## config.mk

```make
export PLATFORM = sky130hd
export DESIGN_NAME = h264_sps_header_parser_flat
export DESIGN_NICKNAME = d
export VERILOG_FILES = /design/src/hdl/hsps_pkg.sv /design/src/hdl/hsps_in_if.sv /design/src/hdl/hsps_out_if.sv /design/src/hdl/hsps_rate.sv /design/src/hdl/hsps_datapath.sv /design/src/hdl/hsps_ctrl.sv /design/src/hdl/h264_sps_header_parser.sv /design/src/flat_wrapper.sv
export SDC_FILE = /design/constraint.sdc
export NUM_CORES = 2
export LEC_CHECK = 0
export BUFFER_PORTS_ARGS = -buffer_cell sky130_fd_sc_hd__buf_2
export CORE_MARGIN = 3
export CORE_UTILIZATION = 40
export DETAILED_ROUTE_END_ITERATION = 6
export PLACE_DENSITY = 0.67
export SYNTH_ARGS = -nofsm -noshare
export SYNTH_HDL_FRONTEND = slang
export SYNTH_SLANG_ARGS = --single-unit
```

## constraint.sdc

```tcl
create_clock -name clk -period 10.65 [get_ports clk]
set_input_delay 1.065 -clock clk [delete_from_list [all_inputs] [get_ports clk]]
set_output_delay 1.065 -clock clk [all_outputs]
set_load 0.005 [all_outputs]
```

## src/hdl/hsps_pkg.sv

```systemverilog
// ----------------------------------------------------------------------------
// hsps_pkg
// Shared codes, types and syntax tables of the SPS header parser.
// ----------------------------------------------------------------------------
package hsps_pkg;

  localparam int GOLOMB_MAX_BITS = 32;

  localparam logic [5:0] S_PROFILE      = 6'd0;
  localparam logic [5:0] S_CONSTRAINT   = 6'd1;
  localparam logic [5:0] S_LEVEL        = 6'd2;
  localparam logic [5:0] S_SPS_ID       = 6'd3;
  localparam logic [5:0] S_CHROMA       = 6'd4;
  localparam logic [5:0] S_SEP_PLANE    = 6'd5;
  localparam logic [5:0] S_DEPTH_LUMA   = 6'd6;
  localparam logic [5:0] S_DEPTH_CHROMA = 6'd7;
  localparam logic [5:0] S_BYPASS       = 6'd8;
  localparam logic [5:0] S_MATRIX_FLAG  = 6'd9;
  localparam logic [5:0] S_LIST_FLAG    = 6'd10;
  localparam logic [5:0] S_LIST_DELTA   = 6'd11;
  localparam logic [5:0] S_FRAME_NUM    = 6'd12;
  localparam logic [5:0] S_POC_TYPE     = 6'd13;
  localparam logic [5:0] S_POC_LSB      = 6'd14;
  localparam logic [5:0] S_DELTA_ZERO   = 6'd15;
  localparam logic [5:0] S_OFF_NONREF   = 6'd16;
  localparam logic [5:0] S_OFF_TB       = 6'd17;
  localparam logic [5:0] S_CYCLE_N      = 6'd18;
  localparam logic [5:0] S_CYCLE_OFF    = 6'd19;
  localparam logic [5:0] S_NUM_REF      = 6'd20;
  localparam logic [5:0] S_GAPS         = 6'd21;
  localparam logic [5:0] S_WIDTH        = 6'd22;
  localparam logic [5:0] S_HEIGHT       = 6'd23;
  localparam logic [5:0] S_FRAME_ONLY   = 6'd24;
  localparam logic [5:0] S_MBAFF        = 6'd25;
  localparam logic [5:0] S_DIRECT       = 6'd26;
  localparam logic [5:0] S_CROP_FLAG    = 6'd27;
  localparam logic [5:0] S_CROP         = 6'd28;
  localparam logic [5:0] S_VUI          = 6'd29;
  localparam logic [5:0] S_AR_FLAG      = 6'd30;
  localparam logic [5:0] S_AR_IDC       = 6'd31;
  localparam logic [5:0] S_SAR_W        = 6'd32;
  localparam logic [5:0] S_SAR_H        = 6'd33;
  localparam logic [5:0] S_OVERSCAN     = 6'd34;
  localparam logic [5:0] S_OVERSCAN_APP = 6'd35;
  localparam logic [5:0] S_VIDEO_SIG    = 6'd36;
  localparam logic [5:0] S_VIDEO_FMT    = 6'd37;
  localparam logic [5:0] S_FULL_RANGE   = 6'd38;
  localparam logic [5:0] S_COLOUR_DESC  = 6'd39;
  localparam logic [5:0] S_PRIMARIES    = 6'd40;
  localparam logic [5:0] S_TRANSFER     = 6'd41;
  localparam logic [5:0] S_MATRIX       = 6'd42;
  localparam logic [5:0] S_CHROMA_LOC   = 6'd43;
  localparam logic [5:0] S_LOC_TOP      = 6'd44;
  localparam logic [5:0] S_LOC_BOT      = 6'd45;
  localparam logic [5:0] S_TIMING       = 6'd46;
  localparam logic [5:0] S_TICK         = 6'd47;
  localparam logic [5:0] S_SCALE        = 6'd48;
  localparam logic [5:0] S_FIXED        = 6'd49;
  localparam logic [5:0] S_DONE         = 6'd50;
  localparam logic [5:0] S_ERROR        = 6'd51;

  localparam logic [1:0] STATUS_OK        = 2'd0;
  localparam logic [1:0] STATUS_NO_TIMING = 2'd1;
  localparam logic [1:0] STATUS_BAD       = 2'd2;

  typedef struct packed {
    logic       load;
    logic       bit_en;
    logic [2:0] bit_sel;
    logic       calc;
    logic       emit;
  } hsps_cmd_t;

  typedef struct packed {
    logic [4:0]  set_id;
    logic [7:0]  profile;
    logic [7:0]  level;
    logic [1:0]  chroma_format;
    logic        frame_only;
    logic [1:0]  order_count_type;
    logic [3:0]  frame_num_bits_minus4;
    logic [15:0] picture_width;
    logic [15:0] picture_height;
    logic [31:0] rate_numerator;
    logic [32:0] rate_denominator;
    logic [1:0]  status;
  } hsps_result_t;

  // bit length of a fixed field, 0 for Exp-Golomb fields
  function automatic logic [5:0] field_len(input logic [5:0] step);
    logic [5:0] len;
    len = 6'd0;
    unique case (step)
      S_PROFILE, S_CONSTRAINT, S_LEVEL, S_AR_IDC,
      S_PRIMARIES, S_TRANSFER, S_MATRIX:           len = 6'd8;
      S_SAR_W, S_SAR_H:                            len = 6'd16;
      S_TICK, S_SCALE:                             len = 6'd32;
      S_VIDEO_FMT:                                 len = 6'd3;
      S_SEP_PLANE, S_BYPASS, S_MATRIX_FLAG, S_LIST_FLAG, S_DELTA_ZERO,
      S_GAPS, S_FRAME_ONLY, S_MBAFF, S_DIRECT, S_CROP_FLAG, S_VUI,
      S_AR_FLAG, S_OVERSCAN, S_OVERSCAN_APP, S_VIDEO_SIG, S_FULL_RANGE,
      S_COLOUR_DESC, S_CHROMA_LOC, S_TIMING, S_FIXED: len = 6'd1;
      default:                                     len = 6'd0;
    endcase
    return len;
  endfunction

  function automatic logic field_se(input logic [5:0] step);
    return (step == S_LIST_DELTA) || (step == S_OFF_NONREF) ||
           (step == S_OFF_TB) || (step == S_CYCLE_OFF);
  endfunction

endpackage

```

## src/hdl/hsps_in_if.sv

```systemverilog
// ----------------------------------------------------------------------------
// hsps_in_if
// Byte channel into the SPS header parser.
// ----------------------------------------------------------------------------
interface hsps_in_if;
  logic       valid;
  logic       ready;
  logic [7:0] data_byte;
  logic       last_byte;

  modport source (output valid, data_byte, last_byte, input ready);
  modport sink (input valid, data_byte, last_byte, output ready);
endinterface

```

## src/hdl/hsps_out_if.sv

```systemverilog
// ----------------------------------------------------------------------------
// hsps_out_if
// Result channel out of the SPS header parser.
// ----------------------------------------------------------------------------
interface hsps_out_if;
  logic        valid;
  logic        ready;
  logic [4:0]  set_id;
  logic [7:0]  profile;
  logic [7:0]  level;
  logic [1:0]  chroma_format;
  logic        frame_only;
  logic [1:0]  order_count_type;
  logic [3:0]  frame_num_bits_minus4;
  logic [15:0] picture_width;
  logic [15:0] picture_height;
  logic [31:0] rate_numerator;
  logic [32:0] rate_denominator;
  logic [1:0]  status;

  modport source (output valid, set_id, profile, level, chroma_format, frame_only,
                  order_count_type, frame_num_bits_minus4, picture_width,
                  picture_height, rate_numerator, rate_denominator, status,
                  input ready);
  modport sink (input valid, set_id, profile, level, chroma_format, frame_only,
                order_count_type, frame_num_bits_minus4, picture_width,
                picture_height, rate_numerator, rate_denominator, status,
                output ready);
endinterface

```

## src/hdl/hsps_rate.sv

```systemverilog
// ----------------------------------------------------------------------------
// hsps_rate
// Frame rate reduction: binary gcd one step a cycle, then a restoring
// division of numerator and denominator by the gcd, one bit a cycle.
// ----------------------------------------------------------------------------
module hsps_rate
  import hsps_pkg::*;
(
  input  logic        clk,
  input  logic        rst,
  input  logic        start,
  input  logic [32:0] num,
  input  logic [32:0] den,
  output logic        done,
  output logic [31:0] quot_num,
  output logic [32:0] quot_den
);

  localparam logic [1:0] RS_IDLE = 2'd0;
  localparam logic [1:0] RS_GCD  = 2'd1;
  localparam logic [1:0] RS_DIV  = 2'd2;
  localparam logic [1:0] RS_DONE = 2'd3;

  logic [1:0]  state;
  logic [32:0] a, b, g, nsh, dsh, rn, rd;
  logic [5:0]  k, cnt;
  logic [32:0] gval;
  logic [33:0] rn_sh, rd_sh;
  logic        qn, qd;

  assign gval  = ((a == 33'd0) ? b : a) << k;
  assign rn_sh = {rn, nsh[32]};
  assign rd_sh = {rd, dsh[32]};
  assign qn    = rn_sh >= {1'b0, g};
  assign qd    = rd_sh >= {1'b0, g};

  always_ff @(posedge clk) begin
    if (rst) begin
      state <= RS_IDLE;
      cnt   <= 6'd0;
    end else if (start) begin
      state <= RS_GCD;
      a     <= num;
      b     <= den;
      nsh   <= num;
      dsh   <= den;
      k     <= 6'd0;
    end else begin
      unique case (state)
        RS_GCD: begin
          if (a == 33'd0 || b == 33'd0) begin
            g   <= gval;
            rn  <= 33'd0;
            rd  <= 33'd0;
            cnt <= 6'd0;
            if (gval == 33'd0) begin
              nsh   <= 33'd0;
              dsh   <= 33'd0;
              state <= RS_DONE;
            end else begin
              state <= RS_DIV;
            end
          end else if (!a[0] && !b[0]) begin
            a <= a >> 1;
            b <= b >> 1;
            k <= k + 6'd1;
          end else if (!a[0]) begin
            a <= a >> 1;
          end else if (!b[0]) begin
            b <= b >> 1;
          end else if (a >= b) begin
            a <= a - b;
          end else begin
            b <= b - a;
          end
        end
        RS_DIV: begin
          rn  <= qn ? 33'(rn_sh - {1'b0, g}) : rn_sh[32:0];
          rd  <= qd ? 33'(rd_sh - {1'b0, g}) : rd_sh[32:0];
          nsh <= {nsh[31:0], qn};
          dsh <= {dsh[31:0], qd};
          cnt <= cnt + 6'd1;
          if (cnt == 6'd32) state <= RS_DONE;
        end
        default: ;
      endcase
    end
  end

  assign done     = state == RS_DONE;
  assign quot_num = nsh[31:0];
  assign quot_den = dsh;

endmodule

```

## src/hdl/hsps_datapath.sv

```systemverilog
// ----------------------------------------------------------------------------
// hsps_datapath
// Bit-serial syntax engine, parsed field store and result assembly.
// ----------------------------------------------------------------------------
module hsps_datapath
  import hsps_pkg::*;
(
  input  logic         clk,
  input  logic         rst,
  input  hsps_cmd_t    cmd,
  input  logic [7:0]   data_byte,
  input  logic [31:0]  quot_num,
  input  logic [32:0]  quot_den,
  output logic [32:0]  rate_num,
  output logic [32:0]  rate_den,
  output hsps_result_t result
);

  logic [7:0]  byte_reg;
  logic [31:0] window, window_next;
  logic [5:0]  avail, avail_next;
  logic [5:0]  step, step_next;
  logic [5:0]  zc, zc_next;
  logic [7:0]  loop_cnt, loop_cnt_next;
  logic [3:0]  list_idx, list_idx_next;
  logic [7:0]  prev_scale, prev_scale_next;
  logic [31:0] crop [4];
  logic [31:0] crop_val;
  logic        crop_we;
  logic [7:0]  profile, profile_next, level, level_next;
  logic [4:0]  set_id, set_id_next;
  logic [1:0]  chroma, chroma_next;
  logic        fo, fo_next, crop_flag, crop_flag_next, timing, timing_next;
  logic [1:0]  poc, poc_next;
  logic [3:0]  fnb, fnb_next;
  logic [31:0] wm1, wm1_next, hm1, hm1_next, tick, tick_next, tscale, tscale_next;

  logic        b, deliver;
  logic [5:0]  len;
  logic [31:0] code, value, win_shift;
  logic [32:0] code_inc;
  logic [7:0]  ns;
  logic [3:0]  li_inc;

  assign b         = byte_reg[cmd.bit_sel];
  assign len       = field_len(step);
  assign win_shift = {window[30:0], b};
  assign code_inc  = {1'b0, code} + 33'd1;
  assign value     = !field_se(step) ? code :
                     code[0] ? code_inc[32:1] : 32'(32'd0 - {1'b0, code[31:1]});
  assign ns        = prev_scale + value[7:0];
  assign li_inc    = list_idx + 4'd1;

  always_comb begin
    window_next     = window;
    avail_next      = avail;
    step_next       = step;
    zc_next         = zc;
    loop_cnt_next   = loop_cnt;
    list_idx_next   = list_idx;
    prev_scale_next = prev_scale;
    profile_next    = profile;
    level_next      = level;
    set_id_next     = set_id;
    chroma_next     = chroma;
    fo_next         = fo;
    crop_flag_next  = crop_flag;
    timing_next     = timing;
    poc_next        = poc;
    fnb_next        = fnb;
    wm1_next        = wm1;
    hm1_next        = hm1;
    tick_next       = tick;
    tscale_next     = tscale;
    crop_we         = 1'b0;
    crop_val        = value;
    deliver         = 1'b0;
    code            = 32'd0;
    if (cmd.bit_en && step < S_DONE) begin
      if (len != 6'd0) begin
        if ({1'b0, avail} + 7'd1 >= {1'b0, len}) begin
          deliver = 1'b1;
          code    = win_shift;
        end else begin
          window_next = win_shift;
          avail_next  = avail + 6'd1;
        end
      end else if (window == 32'd0) begin
        if (!b) begin
          zc_next = zc + 6'd1;
          if ({1'b0, zc} + 7'd1 >= 7'(GOLOMB_MAX_BITS)) step_next = S_ERROR;
        end else if (zc == 6'd0) begin
          deliver = 1'b1;
        end else begin
          window_next = 32'd1;
          avail_next  = 6'd0;
        end
      end else if ({1'b0, avail} + 7'd1 >= {1'b0, zc}) begin
        deliver = 1'b1;
        code    = win_shift - 32'd1;
      end else begin
        window_next = win_shift;
        avail_next  = avail + 6'd1;
      end
    end
    if (deliver) begin
      window_next = 32'd0;
      avail_next  = 6'd0;
      zc_next     = 6'd0;
      unique case (step)
        S_PROFILE: begin
          profile_next = value[7:0];
          chroma_next  = 2'd1;
          step_next    = S_CONSTRAINT;
        end
        S_CONSTRAINT: step_next = S_LEVEL;
        S_LEVEL: begin
          level_next = value[7:0];
          step_next  = S_SPS_ID;
        end
        S_SPS_ID: begin
          if (value > 32'd31) begin
            step_next = S_ERROR;
          end else begin
            set_id_next = value[4:0];
            step_next   = (profile == 8'd100 || profile == 8'd110 ||
                           profile == 8'd122 || profile == 8'd144) ? S_CHROMA : S_FRAME_NUM;
          end
        end
        S_CHROMA: begin
          if (value > 32'd3) begin
            step_next = S_ERROR;
          end else begin
            chroma_next = value[1:0];
            step_next   = (value == 32'd3) ? S_SEP_PLANE : S_DEPTH_LUMA;
          end
        end
        S_SEP_PLANE:    step_next = S_DEPTH_LUMA;
        S_DEPTH_LUMA:   step_next = S_DEPTH_CHROMA;
        S_DEPTH_CHROMA: step_next = S_BYPASS;
        S_BYPASS:       step_next = S_MATRIX_FLAG;
        S_MATRIX_FLAG: begin
          list_idx_next = 4'd0;
          step_next     = value[0] ? S_LIST_FLAG : S_FRAME_NUM;
        end
        S_LIST_FLAG: begin
          if (value[0]) begin
            loop_cnt_next   = 8'd0;
            prev_scale_next = 8'd8;
            step_next       = S_LIST_DELTA;
          end else begin
            list_idx_next = li_inc;
            step_next     = (li_inc >= 4'd8) ? S_FRAME_NUM : S_LIST_FLAG;
          end
        end
        S_LIST_DELTA: begin
          if (ns != 8'd0) prev_scale_next = ns;
          loop_cnt_next = loop_cnt + 8'd1;
          if (ns == 8'd0 ||
              loop_cnt + 8'd1 >= ((list_idx < 4'd6) ? 8'd16 : 8'd64)) begin
            list_idx_next = li_inc;
            step_next     = (li_inc >= 4'd8) ? S_FRAME_NUM : S_LIST_FLAG;
          end
        end
        S_FRAME_NUM: begin
          if (value > 32'd12) begin
            step_next = S_ERROR;
          end else begin
            fnb_next  = value[3:0];
            step_next = S_POC_TYPE;
          end
        end
        S_POC_TYPE: begin
          if (value > 32'd2) begin
            step_next = S_ERROR;
          end else begin
            poc_next  = value[1:0];
            step_next = (value == 32'd0) ? S_POC_LSB :
                        (value == 32'd1) ? S_DELTA_ZERO : S_NUM_REF;
          end
        end
        S_POC_LSB:    step_next = S_NUM_REF;
        S_DELTA_ZERO: step_next = S_OFF_NONREF;
        S_OFF_NONREF: step_next = S_OFF_TB;
        S_OFF_TB:     step_next = S_CYCLE_N;
        S_CYCLE_N: begin
          if (value > 32'd255) begin
            step_next = S_ERROR;
          end else begin
            loop_cnt_next = value[7:0];
            step_next     = (value != 32'd0) ? S_CYCLE_OFF : S_NUM_REF;
          end
        end
        S_CYCLE_OFF: begin
          if (loop_cnt > 8'd0) loop_cnt_next = loop_cnt - 8'd1;
          if (loop_cnt <= 8'd1) step_next = S_NUM_REF;
        end
        S_NUM_REF: step_next = S_GAPS;
        S_GAPS:    step_next = S_WIDTH;
        S_WIDTH: begin
          wm1_next  = value;
          step_next = S_HEIGHT;
        end
        S_HEIGHT: begin
          hm1_next  = value;
          step_next = S_FRAME_ONLY;
        end
        S_FRAME_ONLY: begin
          if (value[0]) fo_next = 1'b1;
          step_next = value[0] ? S_DIRECT : S_MBAFF;
        end
        S_MBAFF:  step_next = S_DIRECT;
        S_DIRECT: step_next = S_CROP_FLAG;
        S_CROP_FLAG: begin
          if (value[0]) begin
            crop_flag_next = 1'b1;
            loop_cnt_next  = 8'd0;
            step_next      = S_CROP;
          end else begin
            step_next = S_VUI;
          end
        end
        S_CROP: begin
          crop_we       = 1'b1;
          loop_cnt_next = loop_cnt + 8'd1;
          if (loop_cnt + 8'd1 >= 8'd4) step_next = S_VUI;
        end
        S_VUI:          step_next = value[0] ? S_AR_FLAG : S_DONE;
        S_AR_FLAG:      step_next = value[0] ? S_AR_IDC : S_OVERSCAN;
        S_AR_IDC:       step_next = (value == 32'd255) ? S_SAR_W : S_OVERSCAN;
        S_SAR_W:        step_next = S_SAR_H;
        S_SAR_H:        step_next = S_OVERSCAN;
        S_OVERSCAN:     step_next = value[0] ? S_OVERSCAN_APP : S_VIDEO_SIG;
        S_OVERSCAN_APP: step_next = S_VIDEO_SIG;
        S_VIDEO_SIG:    step_next = value[0] ? S_VIDEO_FMT : S_CHROMA_LOC;
        S_VIDEO_FMT:    step_next = S_FULL_RANGE;
        S_FULL_RANGE:   step_next = S_COLOUR_DESC;
        S_COLOUR_DESC:  step_next = value[0] ? S_PRIMARIES : S_CHROMA_LOC;
        S_PRIMARIES:    step_next = S_TRANSFER;
        S_TRANSFER:     step_next = S_MATRIX;
        S_MATRIX:       step_next = S_CHROMA_LOC;
        S_CHROMA_LOC:   step_next = value[0] ? S_LOC_TOP : S_TIMING;
        S_LOC_TOP:      step_next = S_LOC_BOT;
        S_LOC_BOT:      step_next = S_TIMING;
        S_TIMING: begin
          if (value[0]) timing_next = 1'b1;
          step_next = value[0] ? S_TICK : S_DONE;
        end
        S_TICK: begin
          tick_next = value;
          step_next = S_SCALE;
        end
        S_SCALE: begin
          tscale_next = value;
          step_next   = S_FIXED;
        end
        S_FIXED: step_next = S_DONE;
        default: step_next = S_ERROR;
      endcase
    end
  end

  always_ff @(posedge clk) begin
    if (cmd.load) byte_reg <= data_byte;
  end

  always_ff @(posedge clk) begin
    if (rst || cmd.emit) begin
      window     <= 32'd0;
      avail      <= 6'd0;
      step       <= S_PROFILE;
      zc         <= 6'd0;
      loop_cnt   <= 8'd0;
      list_idx   <= 4'd0;
      prev_scale <= 8'd8;
      for (int i = 0; i < 4; i++) crop[i] <= 32'd0;
      profile    <= 8'd0;
      level      <= 8'd0;
      set_id     <= 5'd0;
      chroma     <= 2'd0;
      fo         <= 1'b0;
      crop_flag  <= 1'b0;
      timing     <= 1'b0;
      poc        <= 2'd0;
      fnb        <= 4'd0;
      wm1        <= 32'd0;
      hm1        <= 32'd0;
      tick       <= 32'd0;
      tscale     <= 32'd0;
    end else begin
      window     <= window_next;
      avail      <= avail_next;
      step       <= step_next;
      zc         <= zc_next;
      loop_cnt   <= loop_cnt_next;
      list_idx   <= list_idx_next;
      prev_scale <= prev_scale_next;
      if (crop_we) crop[loop_cnt[1:0]] <= crop_val;
      profile    <= profile_next;
      level      <= level_next;
      set_id     <= set_id_next;
      chroma     <= chroma_next;
      fo         <= fo_next;
      crop_flag  <= crop_flag_next;
      timing     <= timing_next;
      poc        <= poc_next;
      fnb        <= fnb_next;
      wm1        <= wm1_next;
      hm1        <= hm1_next;
      tick       <= tick_next;
      tscale     <= tscale_next;
    end
  end

  assign rate_num = {1'b0, tscale};
  assign rate_den = {tick, 1'b0};

  logic [37:0] w_base, h_base, cx, cy;
  logic [32:0] sum_x, sum_y;
  logic [32:0] hm1_inc, wm1_inc;
  logic [1:0]  calc_status;
  logic [1:0]  ysh;

  assign sum_x   = {1'b0, crop[0]} + {1'b0, crop[1]};
  assign sum_y   = {1'b0, crop[2]} + {1'b0, crop[3]};
  assign wm1_inc = {1'b0, wm1} + 33'd1;
  assign hm1_inc = {1'b0, hm1} + 33'd1;
  assign ysh     = {1'b0, chroma == 2'd1} + {1'b0, !fo};

  function automatic logic [15:0] clamp16(input logic [37:0] base, input logic [37:0] sub);
    logic [37:0] diff;
    diff = base - sub;
    if (sub > base) return 16'd0;
    if (diff > 38'd65535) return 16'hffff;
    return diff[15:0];
  endfunction

  always_ff @(posedge clk) begin
    if (cmd.calc) begin
      w_base <= {1'b0, wm1_inc, 4'd0};
      h_base <= fo ? {1'b0, hm1_inc, 4'd0} : {hm1_inc, 5'd0};
      cx     <= !crop_flag ? 38'd0 :
                (chroma == 2'd1 || chroma == 2'd2) ? {4'd0, sum_x, 1'b0} : {5'd0, sum_x};
      cy     <= !crop_flag ? 38'd0 : {5'd0, sum_y} << ysh;
      calc_status <= (step != S_DONE) ? STATUS_BAD : timing ? STATUS_OK : STATUS_NO_TIMING;
    end
  end

  always_ff @(posedge clk) begin
    if (cmd.emit) begin
      if (calc_status == STATUS_BAD) begin
        result <= hsps_result_t'(STATUS_BAD);
      end else begin
        result.set_id                <= set_id;
        result.profile               <= profile;
        result.level                 <= level;
        result.chroma_format         <= chroma;
        result.frame_only            <= fo;
        result.order_count_type      <= poc;
        result.frame_num_bits_minus4 <= fnb;
        result.picture_width         <= clamp16(w_base, cx);
        result.picture_height        <= clamp16(h_base, cy);
        result.rate_numerator        <= (calc_status == STATUS_OK) ? quot_num : 32'd0;
        result.rate_denominator      <= (calc_status == STATUS_OK) ? quot_den : 33'd0;
        result.status                <= calc_status;
      end
    end
  end

endmodule

```

## src/hdl/hsps_ctrl.sv

```systemverilog
// ----------------------------------------------------------------------------
// hsps_ctrl
// Sequencer: byte intake, eight bit steps per byte, result calculation,
// rate reduction wait and result register handoff.
// ----------------------------------------------------------------------------
module hsps_ctrl
  import hsps_pkg::*;
(
  input  logic      clk,
  input  logic      rst,
  input  logic      in_valid,
  input  logic      in_last,
  output logic      in_ready,
  input  logic      out_ready,
  output logic      out_valid,
  input  logic      rate_done,
  output logic      rate_start,
  output hsps_cmd_t cmd
);

  localparam logic [2:0] ST_IDLE = 3'd0;
  localparam logic [2:0] ST_BITS = 3'd1;
  localparam logic [2:0] ST_CALC = 3'd2;
  localparam logic [2:0] ST_RATE = 3'd3;
  localparam logic [2:0] ST_EMIT = 3'd4;

  logic [2:0] state, state_next;
  logic [2:0] cnt;
  logic       last;
  logic       in_accept;

  assign in_ready   = state == ST_IDLE;
  assign in_accept  = in_valid && in_ready;
  assign rate_start = state == ST_CALC;

  always_comb begin
    cmd         = '0;
    cmd.load    = in_accept;
    cmd.bit_en  = state == ST_BITS;
    cmd.bit_sel = 3'd7 - cnt;
    cmd.calc    = state == ST_CALC;
    cmd.emit    = (state == ST_EMIT) && (!out_valid || out_ready);
    state_next  = state;
    unique case (state)
      ST_IDLE: if (in_accept) state_next = ST_BITS;
      ST_BITS: if (cnt == 3'd7) state_next = last ? ST_CALC : ST_IDLE;
      ST_CALC: state_next = ST_RATE;
      ST_RATE: if (rate_done) state_next = ST_EMIT;
      ST_EMIT: if (cmd.emit) state_next = ST_IDLE;
      default: state_next = ST_IDLE;
    endcase
  end

  always_ff @(posedge clk) begin
    if (rst) begin
      state     <= ST_IDLE;
      cnt       <= 3'd0;
      last      <= 1'b0;
      out_valid <= 1'b0;
    end else begin
      state <= state_next;
      if (in_accept) begin
        last <= in_last;
        cnt  <= 3'd0;
      end else if (state == ST_BITS) begin
        cnt <= cnt + 3'd1;
      end
      if (cmd.emit) out_valid <= 1'b1;
      else if (out_ready) out_valid <= 1'b0;
    end
  end

  a_emit_free: assert property (@(posedge clk) disable iff (rst)
    cmd.emit |-> (!out_valid || out_ready)) else $error("result register overwritten");

  a_no_intake_busy: assert property (@(posedge clk) disable iff (rst)
    cmd.bit_en |-> !in_ready) else $error("byte taken while bits are shifting");

  a_last_to_calc: assert property (@(posedge clk) disable iff (rst)
    (in_accept && in_last) |-> ##9 (state == ST_CALC)) else $error("last byte not finished");

  a_emit_after_rate: assert property (@(posedge clk) disable iff (rst)
    cmd.emit |-> rate_done) else $error("result sent before rate reduction");

endmodule

```

## src/hdl/h264_sps_header_parser.sv

```systemverilog
// ----------------------------------------------------------------------------
// h264_sps_header_parser
// Parses one H.264 SPS payload into ids, profile fields, cropped size and
// reduced frame rate.
// ----------------------------------------------------------------------------
// Each byte is accepted, then goes through eight bit steps of the parser;
// no new byte is taken meanwhile. After the last byte: its bit steps, the
// calc step, the gcd and, when the gcd is nonzero, the divide, then the result
// register loads once the output is free.
// Synchronous reset clears the parser and empties the result register.
module h264_sps_header_parser
  import hsps_pkg::*;
(
  input  logic         clk,
  input  logic         rst,
  hsps_in_if.sink      bytes,
  hsps_out_if.source   results
);

  hsps_cmd_t    cmd;
  hsps_result_t result;
  logic         rate_start, rate_done;
  logic [32:0]  rate_num, rate_den, quot_den;
  logic [31:0]  quot_num;

  hsps_ctrl u_ctrl (
    .clk        (clk),
    .rst        (rst),
    .in_valid   (bytes.valid),
    .in_last    (bytes.last_byte),
    .in_ready   (bytes.ready),
    .out_ready  (results.ready),
    .out_valid  (results.valid),
    .rate_done  (rate_done),
    .rate_start (rate_start),
    .cmd        (cmd)
  );

  hsps_datapath u_dp (
    .clk       (clk),
    .rst       (rst),
    .cmd       (cmd),
    .data_byte (bytes.data_byte),
    .quot_num  (quot_num),
    .quot_den  (quot_den),
    .rate_num  (rate_num),
    .rate_den  (rate_den),
    .result    (result)
  );

  hsps_rate u_rate (
    .clk      (clk),
    .rst      (rst),
    .start    (rate_start),
    .num      (rate_num),
    .den      (rate_den),
    .done     (rate_done),
    .quot_num (quot_num),
    .quot_den (quot_den)
  );

  assign results.set_id                = result.set_id;
  assign results.profile               = result.profile;
  assign results.level                 = result.level;
  assign results.chroma_format         = result.chroma_format;
  assign results.frame_only            = result.frame_only;
  assign results.order_count_type      = result.order_count_type;
  assign results.frame_num_bits_minus4 = result.frame_num_bits_minus4;
  assign results.picture_width         = result.picture_width;
  assign results.picture_height        = result.picture_height;
  assign results.rate_numerator        = result.rate_numerator;
  assign results.rate_denominator      = result.rate_denominator;
  assign results.status                = result.status;

endmodule

```

## src/flat_wrapper.sv

```systemverilog
// flat-port wrapper written by rule: the top's interface ports become plain ports
module h264_sps_header_parser_flat import hsps_pkg::*;
  (clk, rst, bytes_valid, bytes_data_byte, bytes_last_byte, bytes_ready, results_valid, results_set_id, results_profile, results_level, results_chroma_format, results_frame_only, results_order_count_type, results_frame_num_bits_minus4, results_picture_width, results_picture_height, results_rate_numerator, results_rate_denominator, results_status, results_ready);
  hsps_in_if bytes_i ();
  hsps_out_if results_i ();
  input  logic clk;
  input  logic rst;
  input wire logic [$bits(bytes_i.valid)-1:0] bytes_valid;
  input wire logic [$bits(bytes_i.data_byte)-1:0] bytes_data_byte;
  input wire logic [$bits(bytes_i.last_byte)-1:0] bytes_last_byte;
  output wire logic [$bits(bytes_i.ready)-1:0] bytes_ready;
  output wire logic [$bits(results_i.valid)-1:0] results_valid;
  output wire logic [$bits(results_i.set_id)-1:0] results_set_id;
  output wire logic [$bits(results_i.profile)-1:0] results_profile;
  output wire logic [$bits(results_i.level)-1:0] results_level;
  output wire logic [$bits(results_i.chroma_format)-1:0] results_chroma_format;
  output wire logic [$bits(results_i.frame_only)-1:0] results_frame_only;
  output wire logic [$bits(results_i.order_count_type)-1:0] results_order_count_type;
  output wire logic [$bits(results_i.frame_num_bits_minus4)-1:0] results_frame_num_bits_minus4;
  output wire logic [$bits(results_i.picture_width)-1:0] results_picture_width;
  output wire logic [$bits(results_i.picture_height)-1:0] results_picture_height;
  output wire logic [$bits(results_i.rate_numerator)-1:0] results_rate_numerator;
  output wire logic [$bits(results_i.rate_denominator)-1:0] results_rate_denominator;
  output wire logic [$bits(results_i.status)-1:0] results_status;
  input wire logic [$bits(results_i.ready)-1:0] results_ready;
  assign bytes_i.valid = bytes_valid;
  assign bytes_i.data_byte = bytes_data_byte;
  assign bytes_i.last_byte = bytes_last_byte;
  assign bytes_ready = bytes_i.ready;
  assign results_valid = results_i.valid;
  assign results_set_id = results_i.set_id;
  assign results_profile = results_i.profile;
  assign results_level = results_i.level;
  assign results_chroma_format = results_i.chroma_format;
  assign results_frame_only = results_i.frame_only;
  assign results_order_count_type = results_i.order_count_type;
  assign results_frame_num_bits_minus4 = results_i.frame_num_bits_minus4;
  assign results_picture_width = results_i.picture_width;
  assign results_picture_height = results_i.picture_height;
  assign results_rate_numerator = results_i.rate_numerator;
  assign results_rate_denominator = results_i.rate_denominator;
  assign results_status = results_i.status;
  assign results_i.ready = results_ready;
  h264_sps_header_parser u_core (.clk(clk), .rst(rst), .bytes(bytes_i), .results(results_i));
endmodule
```

* After elaboration in Yosys (flattened, before gate mapping)
Memory sizes are Yosys's and may differ from the RTL's. A register that Yosys moved wholly into a read port is not among the register bits.
Index checks and enable logic that the tools add are counted.
** Word-level totals
- Memories :: 2
- Bits of input ports :: 13
- Output and inout bits :: 131
- Memory bits (writable) :: 128
- Logic and storage cells :: 453
- Memory bits (read-only) :: 320
- Register bits after elaboration :: 769
** Memories
- (name not given) :: depth 64, bits a word 5, read ports 1, clocked after Yosys merged registers in 1, write ports 0, line hsps_pkg.sv:93 : unique case (step)
- u_core.u_dp.crop :: depth 4, bits a word 32, read ports 4, clocked after Yosys merged registers in 0, write ports 4, line hsps_datapath.sv:27 : logic [31:0] crop [4];
** Operators by class
- Equality and inequality tests :: 94
- Order comparisons :: 23
- Reductions and logical operators :: 81
- Shift-type cells :: 2
- Mux-type cells :: 154
- Bitwise logic cells :: 9
- $add $sub $neg :: 26
** Operator list (number)
- $mux W33 :: 21
- $mux W32 :: 16
- $pmux W6 S50 :: 1
- $pmux W33 S2 :: 4
- $mux W6 :: 27
- $sub A33 B33 Y33 :: 4
- $mux W16 :: 8
- $eq A6 B6 Y1 const B :: 19
- $add A32 B1 Y33 const B :: 3
- $logic_not A33 Y1 :: 3
- $eq A6 B5 Y1 const B :: 16
- $gt A38 B16 Y1 const B :: 2
- $ge A34 B33 Y1 :: 2
- $add A32 B32 Y33 :: 2
- $gt A32 B2 Y1 const B :: 2
- $logic_not A32 Y1 :: 2
- $eq A6 B4 Y1 const B :: 8
- $mux W8 :: 5
- $gt A38 B37 Y1 :: 1
- $gt A38 B38 Y1 :: 1
- $shl A33 B2 Y38 :: 1
- $sub A37 B38 Y38 :: 1
- $sub A38 B38 Y38 :: 1
- $mux W37 :: 1
- other kinds (79) :: 238

* Depth between registers and ports, before layout
- Depth in word-level cells :: 18
- Depth in mapped cells :: 42
- Depth with buffers taken out :: 36

* Hierarchy
From an unflattened synthesis, not the netlist that was laid out.
** Second synthesis, totals
- Cells, all modules :: 6650
- Area, all modules :: 59201.8 um^2
** Modules (own cells, without submodules)
- hsps_datapath :: cells an instance 4253, area an instance 38067.8 um^2, times used 1, seq. area each 16836.1 um^2
- hsps_rate :: cells an instance 2341, area an instance 20632.3 um^2, times used 1, seq. area each 7277.0 um^2
- hsps_ctrl :: cells an instance 56, area an instance 501.7 um^2, times used 1, seq. area each 160.2 um^2

* Least setup slack after synthesis
No wires, ideal clock.
- Kind :: input-to-reg
- From :: in results_ready
- To :: mem u_core.u_dp.crop[0][0] (enable)
- Stages :: 8
- Required time :: 10.156 ns
- Path buffers :: 2
- Setup slack :: -0.105 ns
- Setup time :: 0.494 ns
- Arrival time :: 10.261 ns
- Cell sequence :: inv_1 > a21oi_1 > nor2_1 > nand4_1 > or3_1 > clkbuf_1 > clkbuf_1 > nand2_1
** RTL lines
- start, declared :: line flat_wrapper.sv:25 : input wire logic [$bits(results_i.ready)-1:0] results_ready;
- end, declared :: line hsps_datapath.sv:27

* Final worst setup path
- From :: reg u_core.u_dp.step[3]
- To :: reg u_core.u_dp.len[0] (netlist name)
** Between the ends
- Longest elaborated chain between the ends :: 13
- Elaborated cells on any way between the ends :: 106
- Those cells by class :: 3 x add/sub; 6 x order compare; 52 x eq/ne; 36 x mux; 9 x reduce/logical
** Ends and longest elaborated chain
- start, declared :: line hsps_datapath.sv:22 : logic [5:0] step, step_next;
- start signal, assigned :: line hsps_datapath.sv:293 : step <= step_next;
- $lt A6 B6 Y1 :: line hsps_datapath.sv:79 : if (cmd.bit_en && step < S_DONE) begin
- $logic_and A1 B1 Y1 :: line hsps_datapath.sv:79
- $mux W32 :: line hsps_datapath.sv:79
- $add A32 B1 Y33 or $sub A1 B31 Y32 (tied branches) :: line hsps_datapath.sv:48, hsps_datapath.sv:50
- $mux W32 :: line hsps_datapath.sv:50 : code[0] ? code_inc[32:1] : 32'(32'd0 - {1'b0, code[31:1]});
- $mux W32 :: line hsps_datapath.sv:49 : assign value = !field_se(step) ? code :
- $add A8 B8 Y8 or $eq A32 B1 Y1 (tied branches) :: line hsps_datapath.sv:51, hsps_datapath.sv:179
- $logic_not A8 Y1 or $mux W5 (tied branches) :: line hsps_datapath.sv:159, hsps_datapath.sv:179
- $logic_or A1 B1 Y1 or $mux W5 (tied branches) :: line hsps_datapath.sv:159, hsps_datapath.sv:178
- $mux W6 (on tied branches) :: line hsps_datapath.sv:159, hsps_datapath.sv:174
- $pmux W6 S50 :: line hsps_datapath.sv:110 : unique case (step)
- $mux W6 (*) :: line hsps_datapath.sv:106 : if (deliver) begin
- $mux W6 (no line) (*)
Mark *: on every way between the ends. The rest lies on a longest branch, timed or not.
A chain may end at the register's enable or synchronous reset.

==> impl_metrics.yaml <==
critical_path:
  category_of_cells_accounting_for_the_largest_share_of_critical_path_delay: "compound AO/OA/AOI/OAI gates"
  critical_path.endpoint_type: "flop"
  path_class: "reg2reg"
  cp-start-kind: "flop"
  arrival_ns: 9.46
  cp.buffers_inverters: 6
  crit_fanout: 31
  cp_max_stage_cell: "nor3_1"
  worstPathRequired_ns: 11.20
  critical-path-max-stage-delay_ns: 0.90
placement:
  place.port_buffers: 143
  routabilityCongestion: 0.963
  dp_hpwl_um: 130000
clock_tree:
  path_clk_slew_ns: 0.06
  cts.repair.resized: 0
  post_cts_buffers: 0
  clock_path_buffers: 3
  clock_tree.root_cell: "clkbuf_16"
  cts-buffers-inserted: 98
  post_cts_hold_buffer_count: 0
  insertion_delay_ns: 0.74
  htreeDepth: 3
  clock_sinks: 892
  tritoncts_clock_tree: "built"
global_routing:
  antenna_found_initial: 6
  grt_max_degree: 179
  grt-ovfl-total: 0
  vias_in_the_first_global_route: 45100
  grt_util_all_layers_pct: 23.6
  grt_pass1_wl_um: 273000
layout:
  num-nets-final: 6710
  reg_top3: "u_core.u_dp.result (129), u_core.u_dp.crop (128), u_core.u_dp.cy (36)"
  drive_above_1_share_pct: 8.87
  final_common_cell: "nor2_1"
  max_reg_flops: 129
  layout_common_cells: "894 x nor2_1, 641 x edfxtp_1, 608 x a21oi_1"
  largest_register_by_flop_count: "u_core.u_dp.result"
  syn2layout_area_growth_pct: 10.4
floorplan:
  dieHeight_um: 385
  chipWidth_um: 385
  rows: 138
  dieArea_mm2: 0.148
  initial_utilization_pct: 40.4
  design.core.area_mm2: 0.142
  pin_count: 144
timing:
  final_worst_path_period_need_ns: 8.91
  finalSetupViolCount: 0
  timing.fmax_ghz: 0.112
  max_slew_margin_pct: 19.0
  grt_setup_unrepaired: "no"
  final-hold-violation-count: 0
  finalHoldWorstSlack_ns: 0.457
  setup-tns-final_ns: 0
  report.final.slew_viol_count: 0
  worst_pin_slew_ns: 1.21
  final.setup_skew_ns: 0.0388
  final.period_utilization_pct: 83.6
drt:
  post_drt_via_cell_ratio: 5.86
  initialDrtViolationCount: 5330
  detail_route.first_pass.iterations: 6
  avgRoutedWirePerCell_um: 21.4
  routed-via-count: 48900
  route.final.wire_length_um: 179000
  drc: 0
  route.antenna.remaining_nets: 0
logic_synthesis:
  synth.avg_cell_area_um2: 8.93
  netlist_area_mm2: 0.0573
  synth_top_flop_cell: "edfxtp_1"
  syn_nets: 6749
  syn_inst: 6419
  distinct_cell_type_count_after_synthesis: 107
  synth_async_sr_flop_share_pct: 0
  synth.ff_latch_count: 892
  yosys_warnings: 0
  synth-edff-count: 641
  seq_area_frac_synth_pct: 42.3
run:
  maximum_capacitance_violations: 0
power:
  cellLeakagePower_nw: 24.0
  irDropWorstVdd_v: 0.000136
  pwr_density_mw_per_mm2: 164
hold_path:
  min-delay-path-class: "reg2reg"
outcome:
  outcome: "finished clean"
==> kinds of logic (layout without fill, tap and decap cells) <==
| kind of cell | Yosys count | in the layout | share of synthesized area (%) |
|---|---|---|---|
| AND/OR/NAND/NOR | 2405 | 2405 | 19.7 |
| AO/OA/AOI/OAI | 1631 | 1631 | 18.2 |
| flip-flops | 892 | 892 | 42.3 |
| buffers and inverters | 685 | 729 | 4.58 |
| adder cells (fa/ha/maj) | 317 | 317 | 7.01 |
| XOR/XNOR | 264 | 264 | 4.03 |
| multiplexers | 225 | 225 | 4.11 |
| other | 0 | 1 | 0 |
==> final cells by class <==
cell class,instances,area (um2)
fillers,13700,78700
multi-input cells,4842,30600
flip-flops and latches,892,24300
clock buffers,120,2610
well taps,1890,2360
repair buffers,229,1370
inverters,317,1200
clock inverters,63,827
diodes,1,2.50
==> worst paths after layout <==
path                    startpoint                     to  slack (ns)  cells past startpoint
max            u_core.u_dp.step[3]     u_core.u_dp.len[0]        1.74                     26
max reg2reg    u_core.u_dp.step[3]     u_core.u_dp.len[0]        1.74                     26
min          u_core.u_dp.tscale[0]  u_core.u_dp.tscale[0]        0.46                      2
min reg2reg  u_core.u_dp.tscale[0]  u_core.u_dp.tscale[0]        0.46                      2
==> worst reg2reg max path, stage by stage (launching register included) <==
cell and delay, ns:
dfxtp_1 0.59, nor3_1 0.91, o21a_1 0.59, buf_4 0.33
nand3_1 0.13, o22a_1 0.27, buf_4 0.27, inv_1 0.09
buf_4 0.26, ha_1 0.24, inv_1 0.06, a31oi_1 0.28
nand4_1 0.32, or4_4 0.70, o31a_1 0.30, a2111oi_2 0.33
a311o_1 0.52, and2_1 0.26, o2111a_2 0.24, and3_1 0.47
mux2_4 0.37, a21oi_1 0.43, inv_1 0.13, ha_1 0.31
o2111ai_1 0.10, o311ai_1 0.16, a32oi_1 0.09
==> power breakdown <==
group	switching, mW	internal, mW
Combinational	1.67	0.890
Sequential	0.176	3.98
Clock	1.50	2.14
Total	3.35	7.01
==> Yosys cell counts, types with 62 or more instances <==
cell type,instances,area share (%)
inv_1,313,2.0
o21ai_0,243,2.1
and3_1,67,0.73
mux2i_1,171,3.0
nand2_1,535,3.5
ha_1,310,6.8
nor4_1,71,0.77
edfxtp_1,641,34
xor2_1,92,1.4
nor2_1,901,5.9
a31oi_1,74,0.81
a21oi_1,611,5.3
nand3_1,205,1.8
and2_1,137,1.5
clkbuf_1,315,2.1
nand4_1,62,0.68
a21o_1,101,1.3
a211oi_1,121,1.6
nand2b_1,64,0.70
dfxtp_1,251,8.8
xnor2_1,172,2.6
nor3_1,128,1.1
==> metal layers <==
metal  GRT usage, %  vias to the layer above  routed length, um
li1               -                    23200                  -
met1           35.1                    23500              83400
met2           35.2                     1918              75900
met3           3.23                      293              13500
met4           7.35                        0               5870
met5              0                        -                  0
==> stage by stage <==
step | total power [mW] | util, % | cell area (um2) | std cells | setup slack, ns
final | 10.4 | 44.6 | 63300 | 8354 | 1.74
after global routing | 10.8 | 44.6 | 63300 | 8353 | 1.14
after CTS | 10.4 | 44.6 | 63300 | 8353 | 1.94
after detailed placement | 6.72 | 42.2 | 59800 | 8170 | 1.99
after global placement | 6.70 | 42.2 | 59800 | 8170 | 2.09
after floorplan | 6.02 | - | 57300 | 6419 | 1.54
Power figures use the tool's default switching activity.
